[config.mk]
export PLATFORM = sky130hd
export DESIGN_NAME = lmo_div
export DESIGN_NICKNAME = d
export VERILOG_FILES = /design/src/rtl/core/lmo_pkg.sv /design/src/rtl/core/lmo_div.sv
export SDC_FILE = /design/constraint.sdc
export NUM_CORES = 2
export LEC_CHECK = 0
export BUFFER_PORTS_ARGS = -buffer_cell sky130_fd_sc_hd__buf_2
export CORE_MARGIN = 3
export CORE_UTILIZATION = 30
export DETAILED_ROUTE_END_ITERATION = 6
export HOLD_SLACK_MARGIN = 0.06
export SYNTH_ARGS = -nofsm -noshare
export SYNTH_HDL_FRONTEND = slang
export SYNTH_SLANG_ARGS = --single-unit
[constraint.sdc]
create_clock -name clk -period 2.3 [get_ports clk]
set_input_delay 0.345 -clock clk [delete_from_list [all_inputs] [get_ports clk]]
set_output_delay 0.345 -clock clk [all_outputs]
set_load 0.01 [all_outputs]
[src/rtl/core/lmo_pkg.sv]
package lmo_pkg;

    // request kinds carried in s_axis_tuser
    localparam logic [1:0] REQ_DECODE = 2'd0;
    localparam logic [1:0] REQ_WR_SEG = 2'd1;
    localparam logic [1:0] REQ_WR_TIM = 2'd2;
    localparam logic [1:0] REQ_UNUSED = 2'd3;

    // config register indexes
    localparam logic [2:0] CFG_TANG = 3'd0;
    localparam logic [2:0] CFG_VIEW = 3'd1;
    localparam logic [2:0] CFG_SINO = 3'd2;
    localparam logic [2:0] CFG_SEG  = 3'd3;
    localparam logic [2:0] CFG_TOF  = 3'd4;

    // request fields and digits gathered so far
    typedef struct packed {
        logic [1:0]        req;
        logic [6:0]        idx;
        logic signed [7:0] eseg;
        logic [7:0]        easz;
        logic signed [6:0] etim;
        logic [9:0]        tang;
        logic [9:0]        view;
    } item_t;

    // state of the segment walk
    typedef struct packed {
        item_t       it;
        logic [12:0] z;
        logic [29:0] tof;
        logic        found;
        logic [7:0]  seg;
        logic [7:0]  axial;
    } walk_t;

endpackage

[src/rtl/core/lmo_div.sv]
module lmo_div #(
    parameter int NW = 30,
    parameter int DW = 10
) (
    input  logic                  clk,
    input  logic                  rst_n,
    input  logic                  en,
    input  logic                  in_valid,
    input  logic [NW-1:0]         in_num,
    input  logic [DW-1:0]         divisor,
    input  lmo_pkg::item_t        in_item,
    output logic                  out_valid,
    output logic [NW-1:0]         out_quot,
    output logic [DW-1:0]         out_rem,
    output lmo_pkg::item_t        out_item
);

    logic           v_reg  [NW];
    logic [NW-1:0]  n_reg  [NW];
    logic [DW-1:0]  r_reg  [NW];
    lmo_pkg::item_t it_reg [NW];

    // restoring division, one quotient bit per stage
    for (genvar k = 0; k < NW; k++) begin : g_stage
        logic           v_prev;
        logic [NW-1:0]  n_prev;
        logic [DW-1:0]  r_prev;
        lmo_pkg::item_t it_prev;
        logic [DW:0]    trial;
        logic           ge;
        logic [DW-1:0]  r_next;
        logic [NW-1:0]  n_next;

        if (k == 0) begin : g_first
            assign v_prev  = in_valid;
            assign n_prev  = in_num;
            assign r_prev  = '0;
            assign it_prev = in_item;
        end else begin : g_rest
            assign v_prev  = v_reg[k-1];
            assign n_prev  = n_reg[k-1];
            assign r_prev  = r_reg[k-1];
            assign it_prev = it_reg[k-1];
        end

        always_comb
        begin
            trial  = {r_prev, n_prev[NW-1]};
            ge     = trial >= {1'b0, divisor};
            r_next = ge ? DW'(trial - {1'b0, divisor}) : trial[DW-1:0];
            n_next = {n_prev[NW-2:0], ge};
        end

        always_ff @(posedge clk or negedge rst_n)
        begin
            if (!rst_n)
                v_reg[k] <= 1'b0;
            else if (en)
                v_reg[k] <= v_prev;
        end

        always_ff @(posedge clk)
        begin
            if (en)
            begin
                n_reg[k]  <= n_next;
                r_reg[k]  <= r_next;
                it_reg[k] <= it_prev;
            end
        end
    end

    assign out_valid = v_reg[NW-1];
    assign out_quot  = n_reg[NW-1];
    assign out_rem   = r_reg[NW-1];
    assign out_item  = it_reg[NW-1];

endmodule

Word-level counts from Yosys, hierarchy flattened:

Memory sizes are Yosys's and may differ from the RTL's.
Cells that the tools add are included.

* register bits after elaboration: 30
* bits in writable memories: 2760
* bits of input ports: 96
* output and inout port bits: 93
* logic and storage cells: 125
* memories: 3

* add/subtract/negate cells: 30
* order comparisons: 30
* mux-type cells: 32

Memory list
* it_reg: words 30, width 52, read ports 30, clocked after Yosys merged registers in 0, wr ports 30, line lmo_div.sv:21 `lmo_pkg::item_t it_reg [NW];`
* n_reg: words 30, width 30, read ports 30, clocked after Yosys merged registers in 0, wr ports 30, line lmo_div.sv:19 `logic [NW-1:0] n_reg [NW];`
* r_reg: words 30, width 10, read ports 30, clocked after Yosys merged registers in 0, wr ports 30, line lmo_div.sv:20 `logic [DW-1:0] r_reg [NW];`

Operators with widths (number)
* 11-bit by 10-bit greater-or-equal comparator with 1-bit output: 29
* 10-bit 2-to-1 mux: 30
* 10-bit subtractor: 29
* 1-bit by 10-bit greater-or-equal comparator with 1-bit output: 1
* 1-bit by 10-bit subtractor with 10-bit output: 1
* 1-bit 2-to-1 mux: 2

Depth between registers and ports, before layout:

An unclocked memory read counts as a cell.

* depth after elaboration: 3
* gate-level depth with buffers: 10

Worst setup path before layout:

No wires, ideal clock.

* path type: input port to flip-flop
* start point: in divisor[1]
* end point: mem r_reg[16][1], data pin
* setup time: 260 ps
* data arrival time: 3849 ps
* data required time: 2040 ps
* setup slack: -1810 ps
* stages: 9
* path buffers: 1
* cell sequence: inv_1 -> ha_1 -> nand3b_1 -> nand2_1 -> a21oi_2 -> a21oi_1 -> or4_4 -> buf_6 -> mux2_4

RTL lines
* from (decl): line lmo_div.sv:10 `input logic [DW-1:0] divisor,`
* to (decl): line lmo_div.sv:20

==> results.toml <==
[outcome]
status = "finished, violations left"
failed_checks = "setup timing"

[logic_synthesis]
yosys_warnings = 0
synth.avg_cell_area_sq_um = 21.1
synth_flop_cell = "edfxtp_1"
syn-cell-area_sq_um = 100000
synth-async-reset-ratio = 0.0108
syn_nets = 5182
synth_enable_flop_cells = 2760
synth_cells = 4765
synth_cell_types = 52
ys_seq_elements = 2790
ys_seq_area_frac = 0.833

[global_route]
overflow = 0
grt_pass1_vias = 47300
grt_pass1_wl_mm = 257
grt_max_degree = 120
grt_usage = 0.0926
antenna_found_initial = 4

[timing]
setup_violations = 82
fmax_ghz = 0.415
skew_ns = 0.0297
tightest_slew_ns = 0.740
drv_slew = 0
grt_setup_unrepaired = "true"
hold_viol_final = 0
fin_crit_ns = 2.41
maxSlewHeadroom = 0.507
layout_worst_path_cycle_share = 1.05
setup_ws_ns = -0.108

[run]
max_cap_viol_count = 0

[routing]
ant_nets = 0
routedWlPerCell_um = 14.8
wl_met3_mm = 7.30
routed_via_density = 4.16
dr.max_layer_used = "met4"
drc = 0
firstDrtPassIters = 5
totalWireLength_mm = 164
met2_wirelength_mm = 74.6
vias = 45900
wl_met1_mm = 76.2
drtIter0Drc = 2554

[worst_setup_path]
crit_fanout = 6
criticalPathCategory = "flip-flop to flip-flop"
rr_startpoint = "r_reg[24][3]"
cp-start-kind = "flip-flop"
critPathArrivalTime_ns = 3.02
reg2regPathDepth = 8
r2r_slack_ns = -0.11
r2r_end = "r_reg[25][5]"
end_kind = "flip-flop"
cp_data_required_time_ns = 2.91

[cells_and_area]
stdcell_area_sq_um = 130000
largest_register_ffs = 1560
drive_above_1_share = 0.380
syn_to_final_growth_pct = 29.3
final_cell_mix = "edfxtp_1, buf_4, clkbuf_16"
layout_commonest_cell = "edfxtp_1"
fill_cells = 29600
nets = 6845

[placement]
io_buffers = 188
hpwl_mm = 100
dpl_cell_area_sq_um = 114000
place_congestion = 0.823

[worst_hold_path]
hold_start = "in_num[11]"
min_path_cells = 2
hold_end = "n_reg[0][12]"
hold_path_class = "input pin to flip-flop"

[floorplanning]
die_area_sq_um = 341000
initial_core_util = 0.303
fp.dieH_um = 584
die-width_um = 584
core-area_sq_um = 332000
io_pins = 189
rows = 211

[pwr]
p_total_mw = 152
ir_worst_vdd_mv = 0.595
p_leak_nw = 47.0
p_per_area_nw_per_um2 = 1180

[cts]
clk_pin_slew_ns = 0.06
max-clock-path-buffers = 4
cts_root_buf = "clkbuf_16"
clock-sinks = 2790
cts_buffers = 300
clock_latency_ns = 0.85
h-tree-depth = 5
cts_tree = "built"
-- what timing repair did --
| item | CTS | global route |
|---|---|---|
| endpoints found under the setup margin | 269 | 283 |
| gates cloned | 21 | 1 |
| gates resized for setup | 296 | 339 |
| endpoints found under the hold margin | 185 | 0 |
| hold buffers | 93 | 0 |
| setup buffers | 109 | 121 |
| pin swaps | 90 | 171 |
-- metal layers --
| metal | global-route usage | vias to the layer above |
|---|---|---|
| met4 | 0.0347 | 0 |
| met2 | 0.144 | 737 |
| met3 | 0.0209 | 366 |
| li1 | - | 22300 |
| met5 | 0 | - |
| met1 | 0.126 | 22400 |
-- metrics by stage --
step / worst slack (ns) / utilization / cells / hold WS [ns] / setup TNS, ns
floorplan: -1.35 / - / 4765 / 0.0494 / -406.96
global placement: -0.682 / 0.344 / 10200 / 0.383 / -172.65
detailed placement: -0.677 / 0.344 / 10200 / 0.405 / -182.29
CTS: -0.163 / 0.384 / 10900 / 0.0644 / -8.74
global route: -0.189 / 0.391 / 11000 / 0.0998 / -12.98
finish: -0.108 / 0.391 / 11000 / 0.175 / -2.97
-- logic make-up (layout without fill, tap and decap cells) --
| family | Yosys count | count (layout) | synth area share |
|---|---|---|---|
| AOI/OAI and AO/OA | 488 | 489 | 0.0330 |
| xor gates and xnor gates | 208 | 208 | 0.0182 |
| adders and majority gates | 321 | 321 | 0.0422 |
| buffers and inverters | 159 | 2040 | 0.00777 |
| DFF | 2790 | 2790 | 0.833 |
| muxes | 290 | 290 | 0.0391 |
| other | 0 | 2 | 0 |
| and+or+nand+nor | 509 | 530 | 0.0263 |
-- worst max-delay path: stages (launching register included) --
cell and delay, ns:
edfxtp_1 0.42, ha_4 0.24, and2_4 0.15, nor2b_4 0.13, a21oi_2 0.17, a21oi_2 0.08, buf_4 0.13, or4_4 0.50
mux2_4 0.33
-- area by class of cell --
class	instances	area, sq um	area share
antenna	2	5.00	0.0000386
clock buffer	360	7870	0.0607
clock inverter	182	1690	0.0130
inverter	124	469	0.00362
multi-input combinational	1838	19400	0.149
sequential	2790	83600	0.645
tap	4366	5460	0.0421
timing repair buffer	1374	11300	0.0867
-- worst max path at each step --
stage                             from      endpoint  cells after the start
after detailed placement    divisor[6]   r_reg[9][2]                     11
after floorplan             divisor[1]  r_reg[15][1]                      9
after CTS                  r_reg[5][1]   r_reg[6][2]                      7
after global placement      divisor[3]   r_reg[8][9]                     12
final                     r_reg[24][3]  r_reg[25][5]                      8
after global routing      r_reg[24][3]  r_reg[25][5]                      8
-- power by group --
group | internal [mW] | switching (mW) | total (mW)
clock network | 27.1 | 19.0 | 46.2
logic | 23.3 | 16.7 | 39.9
registers | 63.5 | 2.86 | 66.4
-- cells in the mapped netlist, types with 31 or more instances --
master    count  area share
a21oi_1     164      0.0082
inv_1       124      0.0046
o21ai_0      57      0.0028
nand4_1      52      0.0032
nand2_1     114      0.0043
a21oi_2      47      0.0041
mux2_4      184       0.028
nor2_1      166      0.0062
xnor2_1     120       0.010
a211oi_1     59      0.0044
mux2_2       75      0.0084
o21a_1       33      0.0025
edfxtp_1   2760        0.83
nand3_1      31      0.0015
a21o_1       42      0.0031
xor2_1       88      0.0077
ha_1        292       0.036
nor2b_1      61      0.0038
(Power assumes the default switching activity.)
