`src/rtl/core/lmo_pkg.sv`:
```
package lmo_pkg;

    // request kinds carried in s_axis_tuser
    localparam logic [1:0] REQ_DECODE = 2'd0;
    localparam logic [1:0] REQ_WR_SEG = 2'd1;
    localparam logic [1:0] REQ_WR_TIM = 2'd2;
    localparam logic [1:0] REQ_UNUSED = 2'd3;

    // config register indexes
    localparam logic [2:0] CFG_TANG = 3'd0;
    localparam logic [2:0] CFG_VIEW = 3'd1;
    localparam logic [2:0] CFG_SINO = 3'd2;
    localparam logic [2:0] CFG_SEG  = 3'd3;
    localparam logic [2:0] CFG_TOF  = 3'd4;

    // request fields and digits gathered so far
    typedef struct packed {
        logic [1:0]        req;
        logic [6:0]        idx;
        logic signed [7:0] eseg;
        logic [7:0]        easz;
        logic signed [6:0] etim;
        logic [9:0]        tang;
        logic [9:0]        view;
    } item_t;

    // state of the segment walk
    typedef struct packed {
        item_t       it;
        logic [12:0] z;
        logic [29:0] tof;
        logic        found;
        logic [7:0]  seg;
        logic [7:0]  axial;
    } walk_t;

endpackage

```
`src/rtl/core/lmo_tof.sv`:
```
module lmo_tof #(
    parameter int NTOF = 16
) (
    input  logic              clk,
    input  logic              rst_n,
    input  logic              en,
    input  logic [4:0]        tof_bin_count,
    input  logic [9:0]        half_tang,
    input  logic              in_valid,
    input  lmo_pkg::walk_t    in_walk,
    output logic              out_valid,
    output logic signed [7:0] seg_no,
    output logic [7:0]        axial_pos,
    output logic [9:0]        view_no,
    output logic signed [9:0] tangential_pos,
    output logic signed [6:0] timing_pos,
    output logic              decode_error
);

    localparam int TW = (NTOF > 1) ? $clog2(NTOF) : 1;

    logic [6:0]        tim_mem [NTOF];
    logic              in_range;
    logic              wr;
    logic              out_valid_reg;
    logic              out_valid_next;
    logic [7:0]        seg_reg;
    logic [7:0]        axial_reg;
    logic [9:0]        view_reg;
    logic [9:0]        tang_reg;
    logic [6:0]        tim_reg;
    logic              err_reg;

    assign in_range = (in_walk.tof < 30'(NTOF)) && (in_walk.tof < {25'b0, tof_bin_count});
    assign wr = en && in_valid && (in_walk.it.req == lmo_pkg::REQ_WR_TIM)
                && ({1'b0, in_walk.it.idx} < 8'(NTOF));
    assign out_valid_next = in_valid && (in_walk.it.req == lmo_pkg::REQ_DECODE);

    // timing table write
    always_ff @(posedge clk)
    begin
        if (wr)
            tim_mem[in_walk.it.idx[TW-1:0]] <= in_walk.it.etim;
    end

    always_ff @(posedge clk or negedge rst_n)
    begin
        if (!rst_n)
            out_valid_reg <= 1'b0;
        else if (en)
            out_valid_reg <= out_valid_next;
    end

    // result register
    always_ff @(posedge clk)
    begin
        if (en)
        begin
            seg_reg   <= in_walk.found ? in_walk.seg : 8'd0;
            axial_reg <= in_walk.found ? in_walk.axial : 8'd0;
            view_reg  <= in_walk.it.view;
            tang_reg  <= in_walk.it.tang - half_tang;
            tim_reg   <= in_range ? tim_mem[in_walk.tof[TW-1:0]] : 7'd0;
            err_reg   <= !in_walk.found || !in_range;
        end
    end

    assign out_valid      = out_valid_reg;
    assign seg_no         = seg_reg;
    assign axial_pos      = axial_reg;
    assign view_no        = view_reg;
    assign tangential_pos = tang_reg;
    assign timing_pos     = tim_reg;
    assign decode_error   = err_reg;

endmodule

```
`config.mk`:
```
export PLATFORM = sky130hd
export DESIGN_NAME = lmo_tof
export DESIGN_NICKNAME = d
export VERILOG_FILES = /design/src/rtl/core/lmo_pkg.sv /design/src/rtl/core/lmo_tof.sv
export SDC_FILE = /design/constraint.sdc
export NUM_CORES = 1
export LEC_CHECK = 0
export BUFFER_PORTS_ARGS = -buffer_cell sky130_fd_sc_hd__buf_2
export CORE_MARGIN = 5
export CORE_UTILIZATION = 47
export DETAILED_ROUTE_END_ITERATION = 10
export PLACE_DENSITY = 0.82
export SLEW_MARGIN = 10
export SYNTH_ARGS = -nofsm -noshare
export SYNTH_HDL_FRONTEND = slang
export SYNTH_SLANG_ARGS = --single-unit
export TNS_END_PERCENT = 10
```
`constraint.sdc`:
```
create_clock -name clk -period 1.65 [get_ports clk]
set_clock_uncertainty 0.2 [all_clocks]
set_input_delay 0.33 -clock clk [delete_from_list [all_inputs] [get_ports clk]]
set_output_delay 0.33 -clock clk [all_outputs]
set_load 0.05 [all_outputs]
```
# Yosys cells after proc, flatten, opt, wreduce, memory -nomap -nowiden
# Memories as Yosys holds them, arrays and structs flattened. A register that Yosys moved wholly into a read port is not among the register bits.
# Index checks and enable logic that the tools add are counted.
# word_totals
output_inout_bits,45
n_memories,1
register_bits,38
word_cells,24
ram_bits,112
# classes
reduce_logical,10
eq_ne,1
muxes,2
magnitude_cmp,3
n_addsub,1
# memory_table
name,depth,width,rd,rd_ports_with_merged_regs,wr,line,text
tim_mem,16,7,1,1,1,lmo_tof.sv:22,logic [6:0] tim_mem [NTOF];
# op_table
operator,n
30-bit by 5-bit less-than comparator with 1-bit output,1
"30-bit by 5-bit less-than comparator with 1-bit output, second input constant",1
10-bit subtractor,1
"7-bit by 5-bit less-than comparator with 1-bit output, second input constant",1
1-bit logical AND,5
1-bit logical NOT,3
"2-bit == test, second input constant",1
2-bit logical NOT,1
1-bit 2-to-1 mux,2
1-bit logical OR,1

# Logic depth before layout (Yosys ltp)
# logic_depth
word_depth,5
depth_mapped,8

# Worst setup path after synthesis
# OpenSTA, ideal clock, no wires.
# synth_path
kind,input to register
startpoint,input in_walk[108] (netlist bit)
endpoint,memory tim_mem[0][0] (enable)
path_buffers,0
path_slack_ns,-0.729
setup_ns,0.380
t_arrival_ns,1.799
path_stages,5
t_required_ns,1.070
path_cell_list,nor2_1 nand3_1 nor3_1 or3b_2 nor3_1
# synth_via
elab_chain_cells,4
# synth_rtl
element,line,text
"start, declared",lmo_tof.sv:10,"input lmo_pkg::walk_t in_walk,"
7-bit by 5-bit less-than comparator with 1-bit output,lmo_tof.sv:36,"&& ({1'b0, in_walk.it.idx} < 8'(NTOF));"
1-bit logical AND,lmo_tof.sv:36,
1-bit 2-to-1 mux,lmo_tof.sv:42,if (wr)
1-bit 2-to-1 mux (not written as such),lmo_tof.sv:43,tim_mem[in_walk.it.idx[TW-1:0]] <= in_walk.it.etim;
"end, declared",lmo_tof.sv:22,
# No other way between the ends.

# Worst setup path after layout
# layout_path
startpoint,input in_walk[110] (netlist bit)
endpoint,memory tim_mem[4][2] (enable)
# layout_via
elab_chain_cells,5
# layout_rtl
element,line,text
2-bit == test,lmo_tof.sv:35,assign wr = en && in_valid && (in_walk.it.req == lmo_pkg::REQ_WR_TIM)
1-bit logical AND,lmo_tof.sv:35,
1-bit logical AND,lmo_tof.sv:36,
1-bit 2-to-1 mux,lmo_tof.sv:42,
1-bit 2-to-1 mux (not written as such),lmo_tof.sv:43,
# No other way between the ends.

==> metrics <==
largest family of logic cells by synthesized area multiplexers; I/O Pins around 180; Worst setup EP type flip-flop; Total GRT Usage 19.1%; die area 16300 µm²; port buffer count 146; final core utilization 63.3%; CP arrival 1.76 ns; GR Layer Usage met2 32.7%; Synth Flop Type edfxtp_1; DIE HEIGHT between 100 and 150 µm; Crit Path Class in -> reg; outcome complete, but fails checks; post-synth design cell area 6530 µm²; Synth Area in Simple Gates ~6.3%; commonest non-fill, non-tap cells in the layout 156 x edfxtp_1, 143 x buf_2, 34 x buf_4; crit path buf inv count 2; drt pass-1 iters 4; NetSw 0.00252 W; Required @ worst endpoint 1.55 ns; Post-Syn Area per Cell 18.6 µm²; crit-path cells buf_2 -> nand2b_4 -> nor3_4 -> or3b_4 -> buf_6 -> nor2_4; fin crit share 113%; Worst path top cell family by delay simple AND/OR/NAND/NOR gates; met3 Track Usage GR 5.04%; Int Power 0.00727 W; Gate power share between 10% and 20%; Detailed Place HPWL 10.3 mm; initial antenna violation count 0; number of max-cap violations 0; Row Count 43; Max H-tree Level 4; layout cells sized above 1 46.0%; largest net degree at the start of global routing 46; clk buf depth 2; Flop pwr share 46.2%; max-slew violation count 0; RSZ-0062 raised after global routing true; CTS Buf Count 17; register clock-pin slew on the reported worst setup and hold paths ~0.060 ns; grt met1 use 24.0%; Final Hold Viols 0; worst hold path type in -> reg; switch share 25.7%; Synth Area in Compound Gates 3.41%; diodes inserted 0; # nets final 710; CTS tree built; Vias approximately 4.1k; first-pass GRT wire length between 20 and 25 mm; f_max 536 MHz; failing checks setup timing; Clk pwr share about two fifths; initial DRC count 336; final hold slack around 0.0084 ns; post-route setup slack -0.216 ns; Synth Area in Adders under 10%; Synth Warn # 0; Worst Setup SP in_walk[110]; DR DRC count 0; Slew headroom roughly 62%; Static Leakage 3.35 nW; Top Usage Layer GRT met2; Area Growth Syn to Fin 33.6%; Min Clock Period, post-route 1.87 ns; Crit-path slowest cell or3b_4; synth unique cells 37; xor and xnor area share after synthesis 1.21%; drt total wl 15.7 mm; CP peak stage delay 0.48 ns; Min-Delay Startpoint in_walk[9]; number of synthesized register bits 157; post-synthesis mux area share a little under an eighth; placer congestion estimate roughly 0.91; number of flip-flops in the largest register 112; Starting Density 47.4%; clock latency on the worst-skew pair approximately 0.42 ns; Post-Synthesis Net Count about 500; most common cell after layout, fill and taps aside edfxtp_1; async set or reset register ratio after synthesis less than 1%; Post-synth EDFFs 156; Final setup viols 63; Clock Sinks 157; final instance area just under 9000 µm²; worst r2r src tim_mem[5][5]; CP max FO 7; Post-DRT Antenna Nets 0; VDD IR max 0.758 mV; Placed Area 7760 µm²; post-DR wirelength/cell roughly 21 µm; vias in the first global route 4198; vias per cell 5.42; Slew @ Worst Pin 0.563 ns; Die X 128 µm; register area share after synthesis 72.2%; clock root buffer clkbuf_16; crit path launch type input pin; GRT overflow 0; reg2reg setup slack -0.20 ns; Placeable Area 13800 µm²; Pwr Density ~1100 nW/µm²; Synth Instances 351
-- power groups by stage --
stage	Combinational (W)	Clock, W	Sequential [W]
after CTS	0.00114	0.00414	0.00452
after global placement	0.00104	0	0.00461
after detailed placement	0.00107	0	0.00461
after floorplan	0.000308	0	0.00497
final	0.00116	0.00411	0.00452
after global routing	0.00123	0.00435	0.00453
-- final timing paths --
check / end / cells after the start
min: seg_no[1] / 2
min in group asynchronous: out_valid / 2
max in group asynchronous: out_valid / 2
max reg2reg: timing_pos[5] / 4
max: tim_mem[4][2] / 6
min reg2reg: out_valid / 1
-- metrics by stage --
step                      setup TNS [ns]  power (W)  worst slack, ns  instances
final                              -7.02    0.00979           -0.216        758
after global routing               -6.89     0.0101           -0.217        758
after CTS                          -7.40    0.00981           -0.209        756
after detailed placement          -55.81    0.00568           -0.863        704
after global placement            -52.19    0.00565           -0.764        704
after floorplan                   -18.06    0.00528           -0.334        351
-- Yosys cell counts, types with 2 or more instances --
master    number  area share (%)
edfxtp_1     156              72
nor2_1        19             1.1
mux4_1        18             7.2
inv_1         17            0.98
and2_1        16             1.5
a211oi_1      15             1.7
ha_1          13             2.5
mux4_2        10             3.5
nand3_1        8            0.61
nor2b_1        8            0.77
xnor2_1        8             1.1
mux2i_1        7             1.1
nor3_1         6            0.46
nor4_1         6            0.58
a21o_1         4            0.46
a21oi_1        4            0.31
buf_2          4            0.31
nand2_1        4            0.23
nand2b_1       4            0.38
a31oi_1        2            0.19
buf_6          2            0.35
clkbuf_1       2            0.12
nand3b_1       2            0.23
o211ai_1       2            0.23
o21ai_0        2            0.15
-- repair_timing --
action / in CTS / in global routing
gates resized for setup: 30 / 8
pin swaps: 18 / 8
endpoints found under the setup margin: 44 / 110
buffers inserted: 2 / 0
endpoints found under the hold margin: 18 / 2
hold buffers: 18 / 2
-- per-layer routing --
layer,up-vias,wire (µm)
met2,239,7970
met1,2008,5870
met4,0,302
met3,25,1570
met5,-,0
li1,1835,-
-- cell type report --
cell class	instances	area (µm²)
fillers	935	5060
clock buffers	17	425
inverters	17	63.8
well taps	180	225
repair buffers	205	1280
flip-flops and latches	157	4710
multi-input cells	167	1790
clock inverters	15	221
-- kinds of logic after synthesis --
family / count (synthesis)
buf+inv: 27
compound gates: 32
flops: 157
simple gates: 76
xor+xnor: 9
mux: 36
fa+ha+maj: 14
Note: power is estimated with default switching activity, not from simulation.
